$ cat src/sv/fa_pkg.sv
package fa_pkg;

    // Table geometry
    localparam int MAX_SEGMENTS = 16;
    localparam int IDX_W        = $clog2(MAX_SEGMENTS);
    localparam int CNT_W        = $clog2(MAX_SEGMENTS + 1);
    localparam int DATA_W       = 16;

    localparam logic [DATA_W-1:0] POOL_RESET = 16'd256;

    // Request kinds carried on s_tuser
    typedef enum logic [1:0] {
        OP_FIRST = 2'd0,
        OP_BEST  = 2'd1,
        OP_WORST = 2'd2,
        OP_FREE  = 2'd3
    } op_t;

    // Result codes carried on m_tuser
    typedef enum logic [1:0] {
        ST_OK        = 2'd0,
        ST_NO_FIT    = 2'd1,
        ST_FULL      = 2'd2,
        ST_NOT_FOUND = 2'd3
    } status_t;

    // One segment table entry
    typedef struct packed {
        logic [DATA_W-1:0] start;
        logic [DATA_W-1:0] length;
        logic              is_free;
    } seg_t;

    // Write request into the segment table
    typedef struct packed {
        logic             en;
        logic [IDX_W-1:0] idx;
        seg_t             seg;
    } tbl_wr_t;

endpackage

$ cat src/sv/fa_table.sv
module fa_table
    import fa_pkg::*;
(
    input  logic              aclk,
    input  logic              aresetn,
    input  logic              init_en,
    input  logic [DATA_W-1:0] init_len,
    input  tbl_wr_t           wr,
    input  logic [IDX_W-1:0]  rd_idx,
    output seg_t              rd_seg
);

    // Entries other than entry 0 hold nothing until written
    seg_t seg_reg [MAX_SEGMENTS];

    // Reset and pool reload rebuild entry 0 as one free segment
    always_ff @(posedge aclk) begin
        if (!aresetn) begin
            seg_reg[0] <= '{start: '0, length: POOL_RESET, is_free: 1'b1};
        end else if (init_en) begin
            seg_reg[0] <= '{start: '0, length: init_len, is_free: 1'b1};
        end else if (wr.en) begin
            seg_reg[wr.idx] <= wr.seg;
        end
    end

    // Single read port
    assign rd_seg = seg_reg[rd_idx];

endmodule

$ cat src/sv/fit_allocator_with_coalescing_core.sv
// Segment allocator with first, best and worst fit and coalescing on free.
// Input channel s_*: one word per request; s_tuser selects the operation and
// s_tdata carries request size and free address. Result channel m_*: one word
// per request with the status on m_tuser and the granted start on m_tdata.
// A sequencer walks the 16-entry segment table one entry per cycle through a
// single read port, one write port and one shared add/subtract unit.
// Allocate scans the live entries, stopping at the first fit for first fit,
// then fails (no fit, or a full table for a split), marks an exact fit, or
// moves later entries up to split off the free remainder; a zero-size
// allocate skips the scan with no fit. Free scans up to the matching start,
// then merges with a free next and then a free previous neighbour, moving
// later entries down for each merge; a miss scans every live entry. One
// request is in work at a time; s_tready is high only in idle, which the
// sequencer enters as it hands the word to the output register.
// The finished word waits in the output register, so a new request is taken
// while the receiver stalls; a second result then holds the sequencer until
// the first word is taken.
// Reset (aresetn low, synchronous) and a cfg_we pool size write leave one
// free segment for the whole pool; use cfg_we only idle (block won't check).
module fit_allocator_with_coalescing_core
    import fa_pkg::*;
(
    input  logic              aclk,
    input  logic              aresetn,
    // Pool size register
    input  logic              cfg_we,
    input  logic [DATA_W-1:0] cfg_wdata,
    // Request channel
    input  logic              s_tvalid,
    output logic              s_tready,
    input  logic [31:0]       s_tdata,   // [15:0] request_size, [31:16] free_address
    input  logic [1:0]        s_tuser,   // [1:0] operation
    // Result channel
    output logic              m_tvalid,
    input  logic              m_tready,
    output logic [15:0]       m_tdata,   // [15:0] address
    output logic [1:0]        m_tuser    // [1:0] status
);

    typedef enum logic [3:0] {
        S_IDLE,
        S_SCAN,
        S_DECIDE,
        S_SHIFT_UP,
        S_SPLIT_LEN,
        S_SPLIT_WR,
        S_MARK,
        S_FIND,
        S_NEXT,
        S_SHIFT_DN,
        S_PREV,
        S_FINISH
    } state_t;

    localparam logic [CNT_W-1:0] CNT_ONE = CNT_W'(1);
    localparam logic [CNT_W-1:0] CNT_MAX = CNT_W'(MAX_SEGMENTS);

    state_t            state_reg,      state_next;
    op_t               op_reg,         op_next;
    logic [DATA_W-1:0] want_reg,       want_next;
    logic [DATA_W-1:0] where_reg,      where_next;
    logic [CNT_W-1:0]  count_reg,      count_next;
    logic [CNT_W-1:0]  i_reg,          i_next;
    logic [IDX_W-1:0]  pick_reg,       pick_next;
    logic [DATA_W-1:0] pick_len_reg,   pick_len_next;
    logic [DATA_W-1:0] pick_start_reg, pick_start_next;
    logic              found_reg,      found_next;
    logic [DATA_W-1:0] cur_len_reg,    cur_len_next;
    logic              phase_reg,      phase_next;
    status_t           status_reg,     status_next;
    logic [DATA_W-1:0] addr_reg,       addr_next;
    logic              m_valid_reg,    m_valid_next;
    status_t           m_status_reg,   m_status_next;
    logic [DATA_W-1:0] m_addr_reg,     m_addr_next;

    tbl_wr_t           tbl_wr;
    logic [IDX_W-1:0]  rd_idx;
    seg_t              rd_seg;

    logic [DATA_W-1:0] alu_a, alu_b, alu_b_eff, alu_sum;
    logic              alu_sub;

    logic [CNT_W-1:0]  pick_ext;
    logic              fits;

    fa_table u_table (
        .aclk     (aclk),
        .aresetn  (aresetn),
        .init_en  (cfg_we),
        .init_len (cfg_wdata),
        .wr       (tbl_wr),
        .rd_idx   (rd_idx),
        .rd_seg   (rd_seg)
    );

    assign s_tready = (state_reg == S_IDLE);
    assign m_tvalid = m_valid_reg;
    assign m_tdata  = m_addr_reg;
    assign m_tuser  = m_status_reg;

    assign pick_ext = {1'b0, pick_reg};
    assign fits     = rd_seg.is_free && (rd_seg.length >= want_reg);

    // Shared add/subtract unit
    assign alu_b_eff = alu_sub ? ~alu_b : alu_b;
    assign alu_sum   = alu_a + alu_b_eff + {{(DATA_W-1){1'b0}}, alu_sub};

    // Table read address per step
    always_comb begin
        case (state_reg)
            S_SCAN, S_FIND: rd_idx = i_reg[IDX_W-1:0];
            S_SHIFT_UP:     rd_idx = IDX_W'(i_reg - CNT_ONE);
            S_SHIFT_DN:     rd_idx = IDX_W'(i_reg + CNT_ONE);
            S_NEXT:         rd_idx = pick_reg + IDX_W'(1);
            S_PREV:         rd_idx = pick_reg - IDX_W'(1);
            default:        rd_idx = pick_reg;
        endcase
    end

    // ALU operand selection
    always_comb begin
        alu_a   = cur_len_reg;
        alu_b   = rd_seg.length;
        alu_sub = 1'b0;
        case (state_reg)
            S_SPLIT_LEN: begin
                alu_a   = pick_len_reg;
                alu_b   = want_reg;
                alu_sub = 1'b1;
            end
            S_SPLIT_WR: begin
                alu_a = pick_start_reg;
                alu_b = want_reg;
            end
            default: begin
                alu_a = cur_len_reg;
                alu_b = rd_seg.length;
            end
        endcase
    end

    // Sequencer
    always_comb begin
        state_next      = state_reg;
        op_next         = op_reg;
        want_next       = want_reg;
        where_next      = where_reg;
        count_next      = count_reg;
        i_next          = i_reg;
        pick_next       = pick_reg;
        pick_len_next   = pick_len_reg;
        pick_start_next = pick_start_reg;
        found_next      = found_reg;
        cur_len_next    = cur_len_reg;
        phase_next      = phase_reg;
        status_next     = status_reg;
        addr_next       = addr_reg;
        m_valid_next    = m_valid_reg;
        m_status_next   = m_status_reg;
        m_addr_next     = m_addr_reg;
        tbl_wr          = '0;

        if (m_valid_reg && m_tready) begin
            m_valid_next = 1'b0;
        end

        case (state_reg)
            S_IDLE: begin
                if (s_tvalid) begin
                    op_next     = op_t'(s_tuser);
                    want_next   = s_tdata[15:0];
                    where_next  = s_tdata[31:16];
                    i_next      = '0;
                    found_next  = 1'b0;
                    addr_next   = '0;
                    status_next = ST_OK;
                    if (op_t'(s_tuser) == OP_FREE) begin
                        state_next = S_FIND;
                    end else if (s_tdata[15:0] == '0) begin
                        status_next = ST_NO_FIT;
                        state_next  = S_FINISH;
                    end else begin
                        state_next = S_SCAN;
                    end
                end
            end

            // walk live entries, keep the candidate by policy
            S_SCAN: begin
                if (i_reg == count_reg) begin
                    state_next = S_DECIDE;
                end else begin
                    i_next = i_reg + CNT_ONE;
                    if (fits) begin
                        if (!found_reg) begin
                            found_next      = 1'b1;
                            pick_next       = i_reg[IDX_W-1:0];
                            pick_len_next   = rd_seg.length;
                            pick_start_next = rd_seg.start;
                            if (op_reg == OP_FIRST) begin
                                state_next = S_DECIDE;
                            end
                        end else if ((op_reg == OP_BEST && rd_seg.length < pick_len_reg) ||
                                     (op_reg == OP_WORST && rd_seg.length > pick_len_reg)) begin
                            pick_next       = i_reg[IDX_W-1:0];
                            pick_len_next   = rd_seg.length;
                            pick_start_next = rd_seg.start;
                        end
                    end
                end
            end

            S_DECIDE: begin
                if (!found_reg) begin
                    status_next = ST_NO_FIT;
                    state_next  = S_FINISH;
                end else if (pick_len_reg == want_reg) begin
                    state_next = S_MARK;
                end else if (count_reg == CNT_MAX) begin
                    status_next = ST_FULL;
                    state_next  = S_FINISH;
                end else begin
                    i_next     = count_reg;
                    state_next = S_SHIFT_UP;
                end
            end

            // open a slot after the pick, one entry per cycle
            S_SHIFT_UP: begin
                if (i_reg > pick_ext + CNT_ONE) begin
                    tbl_wr.en  = 1'b1;
                    tbl_wr.idx = i_reg[IDX_W-1:0];
                    tbl_wr.seg = rd_seg;
                    i_next     = i_reg - CNT_ONE;
                end else begin
                    state_next = S_SPLIT_LEN;
                end
            end

            S_SPLIT_LEN: begin
                cur_len_next = alu_sum;
                state_next   = S_SPLIT_WR;
            end

            // free remainder after the pick
            S_SPLIT_WR: begin
                tbl_wr.en          = 1'b1;
                tbl_wr.idx         = pick_reg + IDX_W'(1);
                tbl_wr.seg.start   = alu_sum;
                tbl_wr.seg.length  = cur_len_reg;
                tbl_wr.seg.is_free = 1'b1;
                count_next         = count_reg + CNT_ONE;
                state_next         = S_MARK;
            end

            S_MARK: begin
                tbl_wr.en          = 1'b1;
                tbl_wr.idx         = pick_reg;
                tbl_wr.seg.start   = pick_start_reg;
                tbl_wr.seg.length  = want_reg;
                tbl_wr.seg.is_free = 1'b0;
                status_next        = ST_OK;
                addr_next          = pick_start_reg;
                state_next         = S_FINISH;
            end

            // look for the exact start
            S_FIND: begin
                if (i_reg == count_reg) begin
                    status_next = ST_NOT_FOUND;
                    state_next  = S_FINISH;
                end else if (rd_seg.start == where_reg) begin
                    pick_next    = i_reg[IDX_W-1:0];
                    cur_len_next = rd_seg.length;
                    state_next   = S_NEXT;
                end else begin
                    i_next = i_reg + CNT_ONE;
                end
            end

            // merge with a free next segment
            S_NEXT: begin
                if ((pick_ext + CNT_ONE < count_reg) && rd_seg.is_free) begin
                    cur_len_next = alu_sum;
                    i_next       = pick_ext + CNT_ONE;
                    phase_next   = 1'b0;
                    state_next   = S_SHIFT_DN;
                end else begin
                    state_next = S_PREV;
                end
            end

            // remove entry i, pulling later entries down
            S_SHIFT_DN: begin
                if (i_reg + CNT_ONE < count_reg) begin
                    tbl_wr.en  = 1'b1;
                    tbl_wr.idx = i_reg[IDX_W-1:0];
                    tbl_wr.seg = rd_seg;
                    i_next     = i_reg + CNT_ONE;
                end else begin
                    count_next = count_reg - CNT_ONE;
                    if (phase_reg) begin
                        status_next = ST_OK;
                        state_next  = S_FINISH;
                    end else begin
                        state_next = S_PREV;
                    end
                end
            end

            // merge into a free previous segment, or write back the freed one
            S_PREV: begin
                tbl_wr.en = 1'b1;
                if ((pick_reg != '0) && rd_seg.is_free) begin
                    tbl_wr.idx         = pick_reg - IDX_W'(1);
                    tbl_wr.seg.start   = rd_seg.start;
                    tbl_wr.seg.length  = alu_sum;
                    tbl_wr.seg.is_free = 1'b1;
                    i_next             = pick_ext;
                    phase_next         = 1'b1;
                    state_next         = S_SHIFT_DN;
                end else begin
                    tbl_wr.idx         = pick_reg;
                    tbl_wr.seg.start   = where_reg;
                    tbl_wr.seg.length  = cur_len_reg;
                    tbl_wr.seg.is_free = 1'b1;
                    status_next        = ST_OK;
                    state_next         = S_FINISH;
                end
            end

            // hand the word to the output register once it is free
            S_FINISH: begin
                if (!m_valid_reg || m_tready) begin
                    m_valid_next  = 1'b1;
                    m_status_next = status_reg;
                    m_addr_next   = addr_reg;
                    state_next    = S_IDLE;
                end
            end

            default: begin
                state_next = S_IDLE;
            end
        endcase

        // pool reload leaves one segment
        if (cfg_we) begin
            count_next = CNT_ONE;
        end
    end

    always_ff @(posedge aclk) begin
        if (!aresetn) begin
            state_reg   <= S_IDLE;
            count_reg   <= CNT_ONE;
            m_valid_reg <= 1'b0;
            found_reg   <= 1'b0;
            phase_reg   <= 1'b0;
        end else begin
            state_reg   <= state_next;
            count_reg   <= count_next;
            m_valid_reg <= m_valid_next;
            found_reg   <= found_next;
            phase_reg   <= phase_next;
        end
        op_reg         <= op_next;
        want_reg       <= want_next;
        where_reg      <= where_next;
        i_reg          <= i_next;
        pick_reg       <= pick_next;
        pick_len_reg   <= pick_len_next;
        pick_start_reg <= pick_start_next;
        cur_len_reg    <= cur_len_next;
        status_reg     <= status_next;
        addr_reg       <= addr_next;
        m_status_reg   <= m_status_next;
        m_addr_reg     <= m_addr_next;
    end

endmodule

$ cat config.mk
export PLATFORM = sky130hd
export DESIGN_NAME = fit_allocator_with_coalescing_core
export DESIGN_NICKNAME = d
export VERILOG_FILES = /design/src/sv/fa_pkg.sv /design/src/sv/fa_table.sv /design/src/sv/fit_allocator_with_coalescing_core.sv
export SDC_FILE = /design/constraint.sdc
export NUM_CORES = 1
export LEC_CHECK = 0
export BUFFER_PORTS_ARGS = -buffer_cell sky130_fd_sc_hd__buf_2
export CORE_ASPECT_RATIO = 0.5
export CORE_MARGIN = 5
export CORE_UTILIZATION = 48
export DETAILED_ROUTE_END_ITERATION = 7
export GPL_TIMING_DRIVEN = 0
export PLACE_DENSITY_LB_ADDON = 0.08
export SKIP_CTS_REPAIR_TIMING = 1
export SLEW_MARGIN = 20
export SYNTH_ARGS = -nofsm -noshare
export SYNTH_HDL_FRONTEND = slang
export SYNTH_SLANG_ARGS = --single-unit
$ cat constraint.sdc
create_clock -name aclk -period 8.65 [get_ports aclk]
set_input_delay 2.595 -clock aclk [delete_from_list [all_inputs] [get_ports aclk]]
set_output_delay 2.595 -clock aclk [all_outputs]
set_load 0.01 [all_outputs]
==> metrics.md <==
| Metric | Value |
|---|---|
| Status | finished, final reports clean |
| Max-cap violations | 0 |
| Worst-Skew Late Latency | around 0.64 ns |
| Arr. time, crit path | between 8 and 9 ns |
| Fillers | 5,566 |
| Fin crit period | 8.25 ns |
| RSZ-0062 raised after global routing | no |
| Number of I/O port buffers | 74 |
| Vias per cell | 6.21 |
| H-tree depth | 2 |
| Most frequent cells in the layout | edfxtp_1 (655), nand2_1 (436), nand3_1 (252), buf_2 (113), mux2i_1 (100) |
| DP Cell Count | about 3,600 |
| Worst endpoint required time | ~9 ns |
| Detailed Place HPWL | ~72,000 microns |
| Post-synth net total | ~2,700 |
| Seq cells post-synth | 667 |
| Area leader, netlist | edfxtp_1 |
| Via count | ~23,000 |
| Top-area cell type share of the netlist area | between 60% and 70% |
| EDFF count, synth | between 600 and 700 |
| FFs w/ async S/R, synth | 0% |
| Io pins | 75 |
| Placer Congestion | approximately 0.96 |
| Clock skew | 0.0291 ns |
| Clk root buf | clkbuf_16 |
| Mean post-synth cell area | 12.1 sq um |
| Initial cell density of the core | around half |
| Core Box Area | about 65,000 sq um |
| Synth area leaders | edfxtp_1 (62%), nand2_1 (5.2%), nand3_1 (4.0%) |
| Layout area overhead | 14.7% |
| Initial DRC count | roughly 2,900 |
| CP peak stage delay | about 0.52 ns |
| Final Non-Filler Cells | ~3,700 |
| Most used cell, CP | nand3_1 |
| Max Transition Viols Final | 0 |
| Routed Antenna Nets | 0 |
| Synth Instances | ~2,600 |
| Row count | 66 |
| Hold Fails Final Rpt | 0 |
| R2r setup slk | 0.40 ns |
| Worst-path clk slew | approximately 0.08 ns |
| First-pass GRT wire length | 148,000 microns |
| Horiz. Die Dim | roughly 370 microns |
| Critical Path Start Type | flop |
| Primary FF master, synth | edfxtp_1 |
| Commonest non-fill, non-tap cell in the layout | edfxtp_1 |
| CTS tree | built |
| Die area | between 70,000 and 80,000 sq um |
| Crit path capture type | flop |
| Worst hold path type | flop to flop |
| Max reg flops | approximately 530 |
| Tot GR Track Use | between 20% and 30% |
| Seq/Total Area, Yosys | between 60 and 70% |
| Critical-path top delay cell | buf_1 |
| Mapped Area | about 32,000 sq um |
| Distinct cell type count after synthesis | 88 |
| Grt total ovfl | 0 |
| Ant. Diodes | 0 |
| DIE HEIGHT | 191 microns |
| DR WL/cell | ~27 microns |
| Worst slew pin tran | 1.18 ns |
| Layout cells sized above 1 | between 10% and 20% |
| Largest net degree at the start of global routing | 28 |
| Slew HR | 20.2% |
| Total CTS buffers | a little under 60 |
| Vias in the first global route | ~22,000 |
| Pre-antenna DRT Iters | 6 |
| CTS Buffer Depth | 3 |
| Crit share post-route | between 90% and 100% |
| Max Fclk | 121 MHz |
| Final setup fails | 0 |
| Drt drc | 0 |
| Initial antenna violation count | 2 |
| Final #Nets | about 3,000 |
| Clock sink total | between 600 and 700 |
| CP max FO | 14 |
| Yosys warnings | 0 |
| Crit Path Category | flop to flop |
| Overall routed net length | between 100,000 and 150,000 microns |
-- cells by family after synthesis --
kind of cell | after synthesis | synth area share (%)
and+or+nand+nor | 962 | 14.4
DFF | 667 | 63.1
AOI/OAI and AO/OA | 455 | 10.2
buffers and inverters | 268 | 3.43
muxes | 131 | 4.42
xor gates and xnor gates | 67 | 1.86
adders and majority gates | 66 | 2.64
-- area by class of cell --
cell class / count / area [sq um] / area share (%)
inverter: 99 / 372 / 1.03
timing repair buffer: 125 / 1280 / 3.54
multi-input combinational: 1681 / 10900 / 30.0
clock buffer: 66 / 1500 / 4.15
sequential: 667 / 19900 / 55.0
tap: 884 / 1110 / 3.06
buffer: 167 / 739 / 2.04
clock inverter: 43 / 425 / 1.18
-- metrics by stage --
stage / setup WS, ns / util, % / instance area [sq um] / setup TNS [ns] / hold slack (ns)
global route: 0.000274 / 55.6 / 36200 / 0 / 0.434
floorplan: 1.19 / - / 31600 / 0 / 0.400
CTS: -1.59 / 55.3 / 36000 / -181.64 / 0.420
finish: 0.404 / 55.6 / 36200 / 0 / 0.413
detailed placement: -1.53 / 52.4 / 34100 / -160.94 / 0.405
global placement: -5.41 / 50.8 / 33000 / -1063.10 / 0.404
-- final timing paths --
| check | from | endpoint | cells after the start |
|---|---|---|---|
| worst max-delay path | pick_reg[0]$_DFFE_PP_ | u_table.seg_reg[13][15]$_DFFE_PP_ | 28 |
| worst min-delay path | addr_reg[4]$_SDFFCE_PN0P_ | m_tdata[4]$_DFFE_PP_ | 0 |
| worst max register to register | pick_reg[0]$_DFFE_PP_ | u_table.seg_reg[13][15]$_DFFE_PP_ | 28 |
| worst min register to register | addr_reg[4]$_SDFFCE_PN0P_ | m_tdata[4]$_DFFE_PP_ | 0 |
-- Yosys cell counts, types with 13 or more instances --
master,n
edfxtp_1,655
o21a_1,19
xor2_1,29
nor2b_1,22
nand4_1,15
buf_2,34
o211ai_1,52
nand2b_1,26
mux2i_1,100
xnor2_1,38
o2111ai_1,28
a31oi_1,13
a21oi_1,75
a221oi_1,27
a211oi_1,25
nand3_1,252
clkbuf_1,107
nand2_1,436
nor3_1,22
o21ai_0,86
a311oi_1,18
nor2_1,68
mux2_2,19
and3_1,29
buf_1,21
nor4_1,14
a21o_1,15
and2_1,30
ha_1,65
inv_1,98
-- per-layer routing --
metal / track usage (%) / wire length (microns)
met3: 4.72 / 9950
met5: 0 / 13
met4: 6.26 / 2500
met2: 42.0 / 43700
met1: 43.9 / 45700
-- worst max-delay path: cells and delay by family, from the launching register on --
| kind | cells | cell delay, ns |
|---|---|---|
| buffers and inverters | 7 | 2.68 |
| AO/OA/AOI/OAI | 11 | 2.47 |
| AND/OR/NAND/NOR | 8 | 1.42 |
| adder cells (fa/ha/maj) | 2 | 0.92 |
| flip-flops | 1 | 0.44 |
Power is not shown: default switching activity piles up to over one toggle a cycle in this logic, so the estimate is an artifact.
